## src/hw/rtl/alp_pkg.sv

```systemverilog
// Shared types and constants for the ASCII integer literal parser.
package alp_pkg;

    localparam int unsigned ValueW  = 64;
    localparam int unsigned StatusW = 2;
    localparam int unsigned CharW   = 8;

    localparam logic [StatusW-1:0] ST_OK     = 2'd0;
    localparam logic [StatusW-1:0] ST_FORMAT = 2'd1;
    localparam logic [StatusW-1:0] ST_OVER   = 2'd2;

    localparam logic [CharW-1:0] CH_SPACE = 8'h20;
    localparam logic [CharW-1:0] CH_MINUS = 8'h2D;
    localparam logic [CharW-1:0] CH_ZERO  = 8'h30;
    localparam logic [CharW-1:0] CH_NINE  = 8'h39;
    localparam logic [CharW-1:0] CH_A     = 8'h61;
    localparam logic [CharW-1:0] CH_F     = 8'h66;
    localparam logic [CharW-1:0] CH_X     = 8'h78;

    typedef struct packed {
        logic [CharW-1:0] character;
        logic             last_char;
    } t_in_item;

    typedef struct packed {
        logic [ValueW-1:0]  value;
        logic [StatusW-1:0] status;
    } t_out_item;

    // Parse result handed to the finishing stage.
    typedef struct packed {
        logic [ValueW-1:0]  acc;
        logic               neg;
        logic [StatusW-1:0] status;
    } t_fin;

endpackage

```

## src/hw/rtl/ascii_integer_literal_parser.sv

```systemverilog
// ASCII decimal/hex integer literal parser, top level.
// Throughput: one character per cycle while o_in_stall is low.
// The result of a last character moves from the input register to the finish register
// and then to the output register; a stall downstream can hold it in either register.
// Reset: synchronous active low; clears all valids and the parse state.
module ascii_integer_literal_parser (
    input  logic               i_clk,
    input  logic               i_rst_n,
    input  logic               i_in_valid,
    output logic               o_in_stall,
    input  alp_pkg::t_in_item  i_in_item,
    output logic               o_out_valid,
    input  logic               i_out_stall,
    output alp_pkg::t_out_item o_out_item
);
    import alp_pkg::*;

    logic fin_valid;
    logic fin_stall;
    t_fin fin;

    alp_parse u_parse (
        .i_clk       (i_clk),
        .i_rst_n     (i_rst_n),
        .i_in_valid  (i_in_valid),
        .o_in_stall  (o_in_stall),
        .i_in_item   (i_in_item),
        .o_fin_valid (fin_valid),
        .i_fin_stall (fin_stall),
        .o_fin       (fin)
    );

    alp_emit u_emit (
        .i_clk       (i_clk),
        .i_rst_n     (i_rst_n),
        .i_fin_valid (fin_valid),
        .o_fin_stall (fin_stall),
        .i_fin       (fin),
        .o_out_valid (o_out_valid),
        .i_out_stall (i_out_stall),
        .o_out_item  (o_out_item)
    );

`ifndef SYNTH
    a_rst_clears_out: assert property (@(posedge i_clk)
        !i_rst_n |=> !o_out_valid)
        else $error("output valid after reset");

    a_err_value_zero: assert property (@(posedge i_clk) disable iff (!i_rst_n)
        o_out_valid && o_out_item.status != ST_OK |-> o_out_item.value == '0)
        else $error("nonzero value with error status");

    a_stall_only_on_last: assert property (@(posedge i_clk) disable iff (!i_rst_n)
        o_in_stall |-> fin_valid && fin_stall)
        else $error("input stalled without a waiting last item");
`endif

endmodule

```

## src/hw/rtl/alp_parse.sv

```systemverilog
// Input register and per-character parse state update.
module alp_parse (
    input  logic            i_clk,
    input  logic            i_rst_n,
    input  logic            i_in_valid,
    output logic            o_in_stall,
    input  alp_pkg::t_in_item i_in_item,
    output logic            o_fin_valid,
    input  logic            i_fin_stall,
    output alp_pkg::t_fin   o_fin
);
    import alp_pkg::*;

    typedef enum logic [2:0] {
        PH_LEAD, PH_ZERO, PH_SIGN, PH_DEC, PH_HEX0, PH_HEX, PH_TRAIL
    } t_phase;

    logic               r_in_valid;
    t_in_item           r_in;
    t_phase             r_phase, n_phase;
    logic [ValueW-1:0]  r_acc, n_acc;
    logic               r_neg, n_neg;
    logic [StatusW-1:0] r_err, n_err;

    logic [CharW-1:0]   ch;
    logic               is_dec, is_hexl, do_dec, do_hex, bad;
    logic [3:0]         dig;
    logic [ValueW+3:0]  dec_sum;
    logic               proc;
    logic [StatusW-1:0] fin_status;

    assign ch      = r_in.character;
    assign is_dec  = ch inside {[CH_ZERO:CH_NINE]};
    assign is_hexl = ch inside {[CH_A:CH_F]};
    assign dig     = is_dec ? ch[3:0] : ch[3:0] + 4'd9;
    assign dec_sum = ({4'b0, r_acc} << 3) + ({4'b0, r_acc} << 1) + {{ValueW{1'b0}}, dig};

    always_comb begin
        n_phase = r_phase;
        n_acc   = r_acc;
        n_neg   = r_neg;
        n_err   = r_err;
        do_dec  = 1'b0;
        do_hex  = 1'b0;
        bad     = 1'b0;
        if (r_err == ST_OK) begin
            case (r_phase)
                PH_LEAD: begin
                    if (ch == CH_SPACE) begin
                    end else if (ch == CH_ZERO) begin
                        n_phase = PH_ZERO;
                    end else if (ch == CH_MINUS) begin
                        n_phase = PH_SIGN;
                        n_neg   = 1'b1;
                    end else if (is_dec) begin
                        n_phase = PH_DEC;
                        do_dec  = 1'b1;
                    end else begin
                        bad = 1'b1;
                    end
                end
                PH_ZERO: begin
                    if (ch == CH_X) begin
                        n_phase = PH_HEX0;
                    end else if (is_dec) begin
                        n_phase = PH_DEC;
                        do_dec  = 1'b1;
                    end else begin
                        bad = 1'b1;
                    end
                end
                PH_SIGN: begin
                    if (ch == CH_ZERO) begin
                        n_phase = PH_ZERO;
                    end else if (is_dec) begin
                        n_phase = PH_DEC;
                        do_dec  = 1'b1;
                    end else begin
                        bad = 1'b1;
                    end
                end
                PH_DEC: begin
                    if (is_dec) begin
                        do_dec = 1'b1;
                    end else if (ch == CH_SPACE) begin
                        n_phase = PH_TRAIL;
                    end else begin
                        bad = 1'b1;
                    end
                end
                PH_HEX0, PH_HEX: begin
                    if (is_dec || is_hexl) begin
                        n_phase = PH_HEX;
                        do_hex  = 1'b1;
                    end else if (r_phase == PH_HEX && ch == CH_SPACE) begin
                        n_phase = PH_TRAIL;
                    end else begin
                        bad = 1'b1;
                    end
                end
                PH_TRAIL: begin
                    if (ch != CH_SPACE) begin
                        bad = 1'b1;
                    end
                end
                default: begin
                    bad = 1'b1;
                end
            endcase
        end
        if (bad) begin
            n_err = ST_FORMAT;
        end else if (do_dec) begin
            if (|dec_sum[ValueW+3:ValueW]) begin
                n_err = ST_OVER;
            end else begin
                n_acc = dec_sum[ValueW-1:0];
            end
        end else if (do_hex) begin
            if (|r_acc[ValueW-1:ValueW-4]) begin
                n_err = ST_OVER;
            end else begin
                n_acc = {r_acc[ValueW-5:0], dig};
            end
        end
    end

    always_comb begin
        fin_status = n_err;
        if (n_err == ST_OK && (n_phase == PH_SIGN || n_phase == PH_HEX0)) begin
            fin_status = ST_FORMAT;
        end
    end

    assign o_fin_valid = r_in_valid && r_in.last_char;
    assign o_fin       = '{acc: n_acc, neg: n_neg, status: fin_status};
    assign proc        = r_in_valid && (!r_in.last_char || !i_fin_stall);
    assign o_in_stall  = r_in_valid && !proc;

    always_ff @(posedge i_clk) begin
        if (!i_rst_n) begin
            r_in_valid <= 1'b0;
            r_phase    <= PH_LEAD;
            r_acc      <= '0;
            r_neg      <= 1'b0;
            r_err      <= ST_OK;
        end else begin
            if (!o_in_stall) begin
                r_in_valid <= i_in_valid;
            end
            if (proc) begin
                if (r_in.last_char) begin
                    r_phase <= PH_LEAD;
                    r_acc   <= '0;
                    r_neg   <= 1'b0;
                    r_err   <= ST_OK;
                end else begin
                    r_phase <= n_phase;
                    r_acc   <= n_acc;
                    r_neg   <= n_neg;
                    r_err   <= n_err;
                end
            end
        end
    end

    always_ff @(posedge i_clk) begin
        if (i_in_valid && !o_in_stall) begin
            r_in <= i_in_item;
        end
    end

endmodule

```

## src/hw/rtl/alp_emit.sv

```systemverilog
// Finishing stage: finish register, sign handling, negative overflow check and output register.
module alp_emit (
    input  logic               i_clk,
    input  logic               i_rst_n,
    input  logic               i_fin_valid,
    output logic               o_fin_stall,
    input  alp_pkg::t_fin      i_fin,
    output logic               o_out_valid,
    input  logic               i_out_stall,
    output alp_pkg::t_out_item o_out_item
);
    import alp_pkg::*;

    logic      r_fin_valid;
    t_fin      r_fin;
    logic      r_out_valid;
    t_out_item r_out, n_out;
    logic      out_free;

    assign out_free    = !r_out_valid || !i_out_stall;
    assign o_fin_stall = r_fin_valid && !out_free;

    always_comb begin
        n_out.value  = '0;
        n_out.status = r_fin.status;
        if (r_fin.status == ST_OK) begin
            if (r_fin.neg) begin
                if (r_fin.acc[ValueW-1]) begin
                    n_out.status = ST_OVER;
                end else begin
                    n_out.value = '0 - r_fin.acc;
                end
            end else begin
                n_out.value = r_fin.acc;
            end
        end
    end

    always_ff @(posedge i_clk) begin
        if (!i_rst_n) begin
            r_fin_valid <= 1'b0;
            r_out_valid <= 1'b0;
        end else begin
            if (!o_fin_stall) begin
                r_fin_valid <= i_fin_valid;
            end
            if (out_free) begin
                r_out_valid <= r_fin_valid;
            end
        end
    end

    always_ff @(posedge i_clk) begin
        if (i_fin_valid && !o_fin_stall) begin
            r_fin <= i_fin;
        end
        if (r_fin_valid && out_free) begin
            r_out <= n_out;
        end
    end

    assign o_out_valid = r_out_valid;
    assign o_out_item  = r_out;

endmodule
```

## config.mk

```make
export PLATFORM = sky130hd
export DESIGN_NAME = ascii_integer_literal_parser
export DESIGN_NICKNAME = d
export VERILOG_FILES = /design/src/hw/rtl/alp_pkg.sv /design/src/hw/rtl/ascii_integer_literal_parser.sv /design/src/hw/rtl/alp_parse.sv /design/src/hw/rtl/alp_emit.sv
export SDC_FILE = /design/constraint.sdc
export NUM_CORES = 1
export LEC_CHECK = 0
export ABC_CLOCK_PERIOD_IN_PS = 18100
export BUFFER_PORTS_ARGS = -buffer_cell sky130_fd_sc_hd__buf_2
export CAP_MARGIN = 10
export CORE_MARGIN = 3
export CORE_UTILIZATION = 60
export CTS_CLUSTER_DIAMETER = 100
export DETAILED_ROUTE_END_ITERATION = 8
export PLACE_DENSITY = 0.86
export SYNTH_ARGS = -nofsm -noshare
export SYNTH_HDL_FRONTEND = slang
export SYNTH_HIERARCHICAL = 1
export SYNTH_SLANG_ARGS = --single-unit
```

## constraint.sdc

```tcl
create_clock -name i_clk -period 18.1 [get_ports i_clk]
set_clock_uncertainty 0.05 [all_clocks]
set_input_delay 2.715 -clock i_clk [delete_from_list [all_inputs] [get_ports i_clk]]
set_output_delay 2.715 -clock i_clk [all_outputs]
set_load 0.03 [all_outputs]
```

# Word-level counts from Yosys, hierarchy flattened
# Index checks and enable logic that the tools add are counted.
[op_classes]
add_sub_neg = 4
magnitude_cmp = 4
eq_ne = 13
mux = 61
reduce_logical = 29
[ops]
columns = ["operator", "n"]
rows = [
  ["64-bit two-way mux", 8],
  ["67-bit by 65-bit adder with 68-bit output", 1],
  ["68-bit by 4-bit adder with 68-bit output", 1],
  ["1-bit by 64-bit subtractor with 64-bit output (first input constant)", 1],
  ["3-bit two-way mux", 12],
  ["1-bit two-way mux", 28],
  ["8-bit by 6-bit == test with 1-bit output (second input constant)", 3],
  ["2-bit two-way mux", 9],
  ["3-bit case mux with 5 select lines", 1],
  ["3-bit == test (second input constant)", 4],
  ["1-bit logical AND", 11],
  ["3-bit by 2-bit == test with 1-bit output (second input constant)", 3],
  ["8-bit by 7-bit == test with 1-bit output (second input constant)", 1],
  ["8-bit by 6-bit greater-or-equal comparator with 1-bit output (second input constant)", 1],
  ["8-bit by 7-bit greater-or-equal comparator with 1-bit output (second input constant)", 1],
  ["8-bit by 6-bit <= comparator with 1-bit output (second input constant)", 1],
  ["8-bit by 7-bit <= comparator with 1-bit output (second input constant)", 1],
  ["8-bit by 6-bit != test with 1-bit output (second input constant)", 1],
  ["4-bit OR reduction", 2],
  ["1-bit zero test", 7],
  ["2-bit zero test", 3],
  ["1-bit case mux with 6 select lines", 1],
  ["4-bit adder (second input constant)", 1],
  ["1-bit logical OR", 4],
  ["5 further kinds", 5],
]
[word_totals]
regBits = 215
inputBits = 13
out_inout_bits = 68
word_cells = 125

# Depth between registers and ports, before layout
# Gate-level depths: netlist of run 1.
[logic_depth]
depth_word = 12
mapped_depth = 24
mapped_depth_nobuf = 21

# By module
# The synthesis of run 1 kept the hierarchy.
[by_module_without_submodules]
columns = ["module", "instances", "cells_per_inst", "area_each_um2", "seq_area_each_um2"]
rows = [
  ["alp_parse", 1, 1248, 9361.5, 1691.6],
  ["alp_emit", 1, 501, 6227.2, 4033.9],
]

# Least setup slack after synthesis of run 1
# Ideal clock, no wire load.
[synth_timing]
kind = "in2reg"
from = "input i_out_stall"
to = "register u_emit.r_out (netlist bit u_emit/o_out_item[0]) (enable)"
setup_time_ps = 590
t_arrival_ps = 7527
t_required_ps = 17460
slack_ps = 9933
path_stages = 1
n_path_buf = 0
cell_sequence = "a21boi_0"
[synth_between]
elab_chain_cells = 3
[synth_rtl]
columns = ["element", "line_no", "source"]
rows = [
  ["from (decl)", "ascii_integer_literal_parser.sv:13", "input logic i_out_stall,"],
  ["1-bit zero test", "alp_emit.sv:20", "assign out_free = !r_out_valid || !i_out_stall;"],
  ["1-bit logical OR", "alp_emit.sv:20", ""],
  ["1-bit logical AND", "alp_emit.sv:57", "if (r_fin_valid && out_free) begin"],
  ["to (signal assigned)", "alp_emit.sv:58", "r_out <= n_out;"],
  ["to (decl)", "alp_emit.sv:17", "t_out_item r_out, n_out;"],
]
# No other way between the ends.
# A chain may end at the register's enable or synchronous reset.

# Worst setup path after layout of run 1
[layout_timing]
from = "register u_parse.r_in (netlist bit u_parse/ch[0])"
to = "register u_parse.r_acc[1]"
[layout_between]
elab_chain_cells = 11
elab_cells_between_ends = 47
classes_between = "add/sub (2); order compare (4); eq/ne (5); mux (31); reduce/logical (5)"
[layout_rtl]
columns = ["element", "line_no", "source"]
rows = [
  ["from (decl)", "alp_parse.sv:19", "t_in_item r_in;"],
  ["from (signal assigned)", "alp_parse.sv:169", "r_in <= i_in_item;"],
  ["branches (longest 9 deep; another with 68-bit by 4-bit adder with 68-bit output)", "--", ""],
  ["64-bit two-way mux (*)", "alp_parse.sv:111", "if (bad) begin"],
  ["64-bit two-way mux (*)", "alp_parse.sv:152", "if (r_in.last_char) begin"],
  ["to (signal assigned)", "alp_parse.sv:159", "r_acc <= n_acc;"],
  ["to (decl)", "alp_parse.sv:21", "logic [ValueW-1:0] r_acc, n_acc;"],
]
# Every way passes the cells marked *.

==> results of run 1 <==
## cell usage in the layout (no fill, tap or decap), types with 20 or more instances in the layout
master and n:
a21o_1 37, a21oi_1 122, a22o_1 24, a22oi_1 61
a31oi_1 23, buf_2 80, clkbuf_16 21, dfxtp_1 73
edfxtp_1 142, ha_1 132, inv_1 47, nand2_1 210
nand2b_1 24, nand3_1 36, nand4_1 31, nor2_1 120
nor2b_1 20, nor3_1 45, nor4_1 28, o21ai_0 112
or3_1 20, xnor2_1 45, xor2_1 53
## cells by family after synthesis
kind of cell / Yosys count / synth area share [%]
xor gates and xnor gates: 98 / 5.51
AOI/OAI and AO/OA: 542 / 23.2
muxes: 17 / 1.11
DFF: 215 / 36.7
adders and majority gates: 134 / 10.9
buffers and inverters: 136 / 3.49
and+or+nand+nor: 607 / 19.1
## routing by layer
layer	wire length, um	vias up	part of all wire, %	GRT usage [%]
li1	-	6647	-	-
met1	18000	6786	41	41.8
met2	20200	927	46	49.5
met3	4490	133	10	4.63
met4	1440	4	3.3	9.75
met5	23	-	0.052	0
## sequential cells by signal, summed over array words and instances (netlist names)
name,cells
u_emit/r_fin,67
u_emit/o_out_item,66
u_parse/r_acc,64
u_parse/ch,8
u_parse/r_phase,3
u_parse/r_err,2
u_emit/o_out_valid,1
u_emit/r_fin_valid,1
u_parse/r_in,1
u_parse/r_in_valid,1
u_parse/r_neg,1
## worst reg2reg max path: stages, from the launching register on
cell       delay, ns
edfxtp_1        0.43
inv_1           0.15
ha_1            0.19
o21bai_1        0.08
a21oi_1         0.73
nor2b_1         0.16
xor2_1          0.26
fa_1            0.55
inv_1           0.07
fa_1            0.45
nand2b_1        0.18
a21oi_1         0.26
o21ai_1         0.16
o41ai_1         0.46
o31ai_1         0.25
a21oi_2         0.36
nor4_1          0.14
a2111oi_4       0.56
o31a_2          0.24
buf_4           0.50
a21o_1          1.06
a221o_1         0.32
## worst paths after layout
| kind | end | slack [ns] | depth (start not counted) |
|---|---|---|---|
| max | u_parse/r_acc[1] | 10.41 | 21 |
| min | u_parse/r_acc[41] | 0.49 | 1 |
| min reg2reg | u_parse/r_acc[41] | 0.49 | 1 |
| max reg2reg | u_parse/r_acc[1] | 10.41 | 21 |
## synthesized netlist by cell type, types with 21 or more instances
library cell,count
nor2b_1,21
nor2_1,120
clkbuf_1,65
a21oi_1,122
nor4_1,30
nand3_1,36
nand2b_1,24
xor2_1,53
o21ai_0,112
xnor2_1,45
inv_1,47
nand2_1,210
ha_1,132
dfxtp_1,73
a31oi_1,23
a22oi_1,61
edfxtp_1,142
nor3_1,45
a22o_1,24
a21o_1,37
nand4_1,31
## layout make-up
cell class / instances / area share, %
inverter: 47 / 1.05
clock inverter: 13 / 0.624
tap: 330 / 2.45
multi-input combinational: 1398 / 55.7
clock buffer: 24 / 3.25
timing repair buffer: 93 / 2.96
sequential: 215 / 34.0
## report_power, final
part           internal [mW]  total, mW  switching, mW
Clock                  0.233      0.420          0.187
Combinational         0.0172     0.0601         0.0429
Sequential             0.530      0.539        0.00895
Total                  0.780       1.02          0.239
## metrics by stage
step	hold WS, ns	utilization (%)	cell area, sq um	instances	setup WS, ns
final	0.492	66.5	16800	2120	10.41
after global placement	0.432	63.9	16200	2083	10.95
after global routing	0.502	66.5	16800	2120	9.93
after floorplan	0.416	-	15600	1749	9.93
after CTS	0.487	66.5	16800	2120	10.54
after detailed placement	0.454	63.9	16200	2083	10.65
==> reports/qor.csv, run 1 <==
stage,metric,value,unit
sta,hold_violations,0,
logic_synthesis,syn_nets,1896,
drt,ant_nets,0,
critical_path,critPathKind,reg2reg,
critical_path,crit_slowest_cell,a21o_1,
logic_synthesis,netlist_area,15600,sq um
logic_synthesis,ys_seq_area_share,36.7,%
global_route,grt_pass1_vias,13600,
clock_tree,root_buffer,clkbuf_16,
power_and_ir_drop,p_leak,6.91,nW
drt,wl_per_cell,20.8,um
clock_tree,cts_tree,done,
final_layout,nets,1923,
power_and_ir_drop,vdd_drop_max,0.0718,mV
drt,drc,0,
drt,drt_iter0_drc,2150,
drt,via_count,14500,
place,hpwlAfterDp,32100,um
critical_path,cp.required,18.48,ns
floorplanning,dieHeight,167,um
min_path,min_from,u_parse/r_acc[41],
critical_path,cp-end-kind,flop,
global_route,grt_usage,30.3,%
logic_synthesis,netlist.area_leader.share,27.4,%
critical_path,cp.buffers_inverters,3,
floorplanning,start_util,61.6,%
logic_synthesis,syn_avg_cell_area,8.91,sq um
logic_synthesis,async_flop_share,0,%
logic_synthesis,synth-seq-cells,215,
sta,setup_viol,0,
run_status,outcome,completed,
clock_tree,htreeDepth,1,
final_layout,multiInputGateArea,9370,sq um
clock_tree,postCtsHoldBufs,0,
sta,rsz0062_at_grt,no,
clock_tree,insertion_delay,0.51,ns
sta,relSlewSlack,14.9,%
critical_path,setup.worst_path.start,u_parse/ch[0],
logic_synthesis,synth-edff-count,142,
clock_tree,cts_resized,0,
critical_path,crit-reg2reg-launch,u_parse/ch[0],
final_layout,diodes,0,
floorplanning,die_w,167,um
place,port_buffers,80,
sta,timing.fmax,130,MHz
sta,slew_violations,0,
logic_synthesis,syn_inst,1749,
logic_synthesis,netlist_top_cells_area,"edfxtp_1, ha_1, dfxtp_1",
drt,drt_pass1_iterations,7,
final_layout,drive_above_1_share,8.94,%
critical_path,max_stage_delay,1.05,ns
job,cap_viol_max_count,0,
logic_synthesis,ys_types,81,
sta,tightest_slew,1.28,ns
sta,final_min_period_over_clock_period,42.5,%
sta,finalCriticalPeriod,7.69,ns
critical_path,critPathMaxFanout,57,
global_route,grt_overflow,0,
logic_synthesis,yosysTopAreaCell,edfxtp_1,
global_route,grt_pass1_wl,70700,um
clock_tree,cts_sinks,215,
drt,via_per_inst,6.84,
drt,routed_wl,44100,um
floorplanning,num_rows,58,
final_layout,regArea,5730,sq um
critical_path,path_cells,inv_1 -> ha_1 -> o21bai_1 -> a21oi_1 -> nor2b_1 -> xor2_1 -> fa_1 -> inv_1 -> fa_1 -> nand2b_1 -> a21oi_1 -> o21ai_1 -> o41ai_1 -> o31ai_1 -> a21oi_2 -> nor4_1 -> a2111oi_4 -> o31a_2 -> buf_4 -> a21o_1 -> a221o_1,
final_layout,areaGrowthSynthToFinish,7.99,%
final_layout,fill_cells,1965,
floorplanning,core_area,25300,sq um
clock_tree,clk_pin_slew,0.06,ns
critical_path,critPathArrivalTime,8.07,ns
power_and_ir_drop,power.density,60.5,nW/um^2
sta,setup_tns,0,ns
logic_synthesis,synth_top_flop_cell,edfxtp_1,
place,globalplace.congestion,0.970,
clock_tree,clockBufferDepth,3,
logic_synthesis,synth_warnings,6,
clock_tree,post_cts_buffers,0,
power_and_ir_drop,total_power,1.02,mW
floorplanning,die_area,28000,sq um
clock_tree,numCtsBuffers,21,
min_path,min_path_type,reg2reg,
critical_path,startpoint_type,flop,
global_route,grt_antenna_before_repair,2,
floorplanning,ios,81,
critical_path,path_delay_family,compound AO/OA/AOI/OAI gates,
global_route,grt_max_degree,68,
No activity file was read; power rests on OpenSTA's default activity.
==> run 2: changes to the inputs <==
--- a/config.mk
+++ b/config.mk
@@ -5,7 +5,8 @@
 export SDC_FILE = /design/constraint.sdc
 export NUM_CORES = 1
 export LEC_CHECK = 0
-export ABC_CLOCK_PERIOD_IN_PS = 18100
+export ABC_AREA = 1
+export ABC_CLOCK_PERIOD_IN_PS = 7800
 export BUFFER_PORTS_ARGS = -buffer_cell sky130_fd_sc_hd__buf_2
 export CAP_MARGIN = 10
 export CORE_MARGIN = 3
==> constraint.sdc (replaced) <==
create_clock -name i_clk -period 7.8 [get_ports i_clk]
set_clock_uncertainty 0.05 [all_clocks]
set_input_delay 1.17 -clock i_clk [delete_from_list [all_inputs] [get_ports i_clk]]
set_output_delay 1.17 -clock i_clk [all_outputs]
set_load 0.03 [all_outputs]
==> run 2 against run 1 <==
Effect of this change: flip-flop and latch count did not move; total power rose by 150%; combinational power rose to 3.2 times the previous value; synthesized cell count rose by 57%; routed wire length rose by 33%; area after synthesis rose by 17%; highest routed layer is now met4; global-route usage rose by 4.7 points.
==> reports/qor.csv, run 2 <==
stage,metric,value,unit,change
run_status,outcome,completed,,unchanged
logic_synthesis,ys_types,56,,was 81
final_layout,top_register,u_emit/r_fin,,unchanged
drt,via_count,18700,,was 14500
place,port_buffers,80,,unchanged
logic_synthesis,synth-seq-cells,215,,unchanged
global_route,grt_pass1_wl,93100,um,was 70700 um
logic_synthesis,syn_nets,2885,,was 1896
critical_path,critPathMaxFanout,64,,was 57
critical_path,setup.worst_path.start,u_parse/ch[0],,unchanged
clock_tree,root_buffer,clkbuf_16,,unchanged
place,globalplace.congestion,1.02,,was 0.970
global_route,grt_pass1_vias,17500,,was 13600
place,dp_worst_setup_slack,1.78,ns,was 10.65 ns
sta,setup_viol,0,,unchanged
final_layout,nets,2924,,was 1923
final_layout,final_common_cell,nand2_1,,unchanged
logic_synthesis,syn_avg_cell_area,6.69,sq um,was 8.91 sq um
min_path,min_path_type,reg2reg,,unchanged
sta,timing.fmax,161,MHz,was 130 MHz
critical_path,max_stage_delay,0.70,ns,was 1.05 ns
logic_synthesis,synth_top_flop_cell,edfxtp_1,,unchanged
logic_synthesis,netlist_area,18300,sq um,was 15600 sq um
drt,routed_wl,58700,um,was 44100 um
drt,via_per_inst,5.89,,was 6.84
logic_synthesis,ys_seq_area_share,31.3,%,was 36.7%
sta,tightest_slew,0.944,ns,was 1.28 ns
critical_path,crit-reg2reg-launch,u_parse/ch[0],,unchanged
clock_tree,clk_pin_slew,0.07,ns,was 0.06 ns
job,cap_viol_max_count,0,,unchanged
critical_path,crit_end,u_emit/r_fin[66],,was u_parse/r_acc[1]
critical_path,cp.required,8.00,ns,was 18.48 ns
sta,setup_tns,0,ns,unchanged
critical_path,cp_common_cell,nand2_1,,
logic_synthesis,synth_warnings,6,,unchanged
floorplanning,die_area,32700,sq um,was 28000 sq um
clock_tree,cts_resized,0,,unchanged
sta,final_min_period_over_clock_period,79.6,%,was 42.5%
power_and_ir_drop,power.density,128,nW/um^2,was 60.5 nW/um^2
logic_synthesis,netlist.area_leader.share,23.3,%,was 27.4%
logic_synthesis,synth_common_cells,"nand2_1, nor2_1, inv_1",,"was nand2_1, edfxtp_1, ha_1"
logic_synthesis,yosysTopAreaCell,edfxtp_1,,unchanged
final_layout,areaGrowthSynthToFinish,6.61,%,was 7.99%
drt,route.met3.wl,5840,um,was 4490 um
drt,top_layer_used,met4,,was met5
global_route,grt_usage,35.0,%,was 30.3%
clock_tree,postCtsHoldBufs,0,,unchanged
place,hpwlAfterDp,45500,um,was 32100 um
logic_synthesis,netlist_top_cells_area,"edfxtp_1, nand2_1, ha_1",,"was edfxtp_1, ha_1, dfxtp_1"
critical_path,cp-end-kind,flop,,unchanged
sta,slew_violations,0,,unchanged
final_layout,diodes,0,,unchanged
sta,hold_violations,0,,unchanged
logic_synthesis,async_flop_share,0,%,unchanged
global_route,grt_antenna_before_repair,0,,was 2
clock_tree,htreeDepth,1,,unchanged
floorplanning,ios,81,,unchanged
drt,drt_pass1_iterations,6,,was 7
place,place_inst,3144,,was 2083
logic_synthesis,yosysMostFrequentCell,nand2_1,,unchanged
global_route,grt_overflow,0,,unchanged
critical_path,critPathKind,reg2reg,,unchanged
clock_tree,insertion_delay,0.49,ns,was 0.51 ns
power_and_ir_drop,p_leak,9.36,nW,was 6.91 nW
final_layout,drive_above_1_share,9.35,%,was 8.94%
critical_path,reg2reg_depth,28,,was 21
drt,drc,0,,unchanged
place,dpl_cell_area,18800,sq um,was 16200 sq um
drt,ant_nets,0,,unchanged
floorplanning,num_rows,63,,was 58
clock_tree,clockBufferDepth,3,,unchanged
power_and_ir_drop,total_power,2.51,mW,was 1.02 mW
sta,rsz0062_at_grt,no,,unchanged
critical_path,crit_slowest_cell,nor2_8,,was a21o_1
critical_path,rr_endpoint,u_emit/r_fin[66],,was u_parse/r_acc[1]
critical_path,critPathArrivalTime,6.41,ns,was 8.07 ns
final_layout,largest_reg_flops,67,,unchanged
final_layout,final_cell_mix,"nand2_1, nor2_1, inv_1, a21oi_1, nand3_1",,"was nand2_1, edfxtp_1, ha_1, a21oi_1, nor2_1"
clock_tree,numCtsBuffers,21,,unchanged
logic_synthesis,syn_inst,2738,,was 1749
final_layout,final_cells,3181,,was 2120
drt,drt_iter0_drc,2532,,was 2150
floorplanning,die_w,181,um,was 167 um
critical_path,reg2reg_slack,1.59,ns,was 10.41 ns
clock_tree,post_cts_buffers,0,,unchanged
drt,drt-met1-wl,24500,um,was 18000 um
logic_synthesis,synth-edff-count,142,,unchanged
drt,wl_met2,25900,um,was 20200 um
sta,relSlewSlack,37.1,%,was 14.9%
drt,wl_per_cell,18.5,um,was 20.8 um
clock_tree,cts_tree,done,,unchanged
critical_path,startpoint_type,flop,,unchanged
floorplanning,dieHeight,181,um,was 167 um
floorplanning,start_util,61.3,%,was 61.6%
sta,setup_slack,1.59,ns,was 10.41 ns
clock_tree,cts_sinks,215,,unchanged
global_route,grt_max_degree,72,,was 68
floorplanning,core_area,29900,sq um,was 25300 sq um
final_layout,stdcell_area,19500,sq um,was 16800 sq um
power_and_ir_drop,vdd_drop_max,0.111,mV,was 0.0718 mV
sta,finalCriticalPeriod,6.21,ns,was 7.69 ns
run 2: cell count changes after synthesis, sizes merged, moves of 26 or more:
cell	delta
nor2	+222
inv	+243
clkbuf	-40
nand3	+113
nand2	+819
xnor2	-39
a21oi	+69
a21o	-35
nor4	-26
buf	+26
run 2: where the power goes:
part | internal [mW] | total, mW | switching, mW
registers | 1.23 | 1.25 | 0.0188
logic | 0.0441 | 0.190 | 0.145
clock network | 0.638 | 1.07 | 0.430
total | 1.91 | 2.51 | 0.594
run 2: how the worst min path moves through the flow:
| stage | start | end | slack, ns | depth (start not counted) |
|---|---|---|---|---|
| after detailed placement | u_parse/r_err[1] | u_parse/r_err[1] | 0.44 | 2 |
| after global routing | u_parse/r_err[1] | u_parse/r_err[1] | 0.48 | 2 |
| after floorplan | u_emit/r_fin_valid | u_emit/o_out_valid | 0.40 | 2 |
| after CTS | u_parse/r_err[1] | u_parse/r_err[1] | 0.45 | 2 |
| final | u_parse/r_err[1] | u_parse/r_err[1] | 0.46 | 2 |
| after global placement | u_parse/r_err[1] | u_parse/r_err[1] | 0.42 | 2 |
run 2: kinds of logic after synthesis:
kind of cell               synth area share [%]
and+or+nand+nor                            36.4
AOI/OAI and AO/OA                          12.5
buffers and inverters                      8.76
adders and majority gates                  9.24
DFF                                        31.3
xor gates and xnor gates                   1.82
run 2: layout make-up:
| class | count | area [sq um] |
|---|---|---|
| Clock buffer | 28 | 593 |
| Clock inverter | 9 | 134 |
| Fill cell | 2660 | 10400 |
| Inverter | 291 | 1090 |
| Multi-Input combinational cell | 2157 | 11000 |
| Sequential cell | 215 | 5730 |
| Tap cell | 390 | 488 |
| Timing Repair Buffer | 91 | 483 |
run 2: metrics by stage:
stage	util, %	hold WS, ns
2_1_floorplan	-	0.403
5_1_grt	65.3	0.481
3_3_place_gp	62.9	0.422
3_5_place_dp	62.9	0.442
6_report	65.3	0.459
4_1_cts	65.3	0.453
run 2: critical path, delay by kind of cell (launching register included):
kind            cells  cell delay (ns)
fa+ha+maj           3             1.31
simple gates       19             3.13
flops               1             0.40
compound gates      1             0.19
buf+inv             4             0.43
xor+xnor            1             0.40
run 2: routing by layer:
layer,vias to the layer above,GRT usage (%)
met5,-,0
met4,0,12.9
met3,129,3.44
met2,1109,55.3
met1,8487,50.0
li1,9004,-
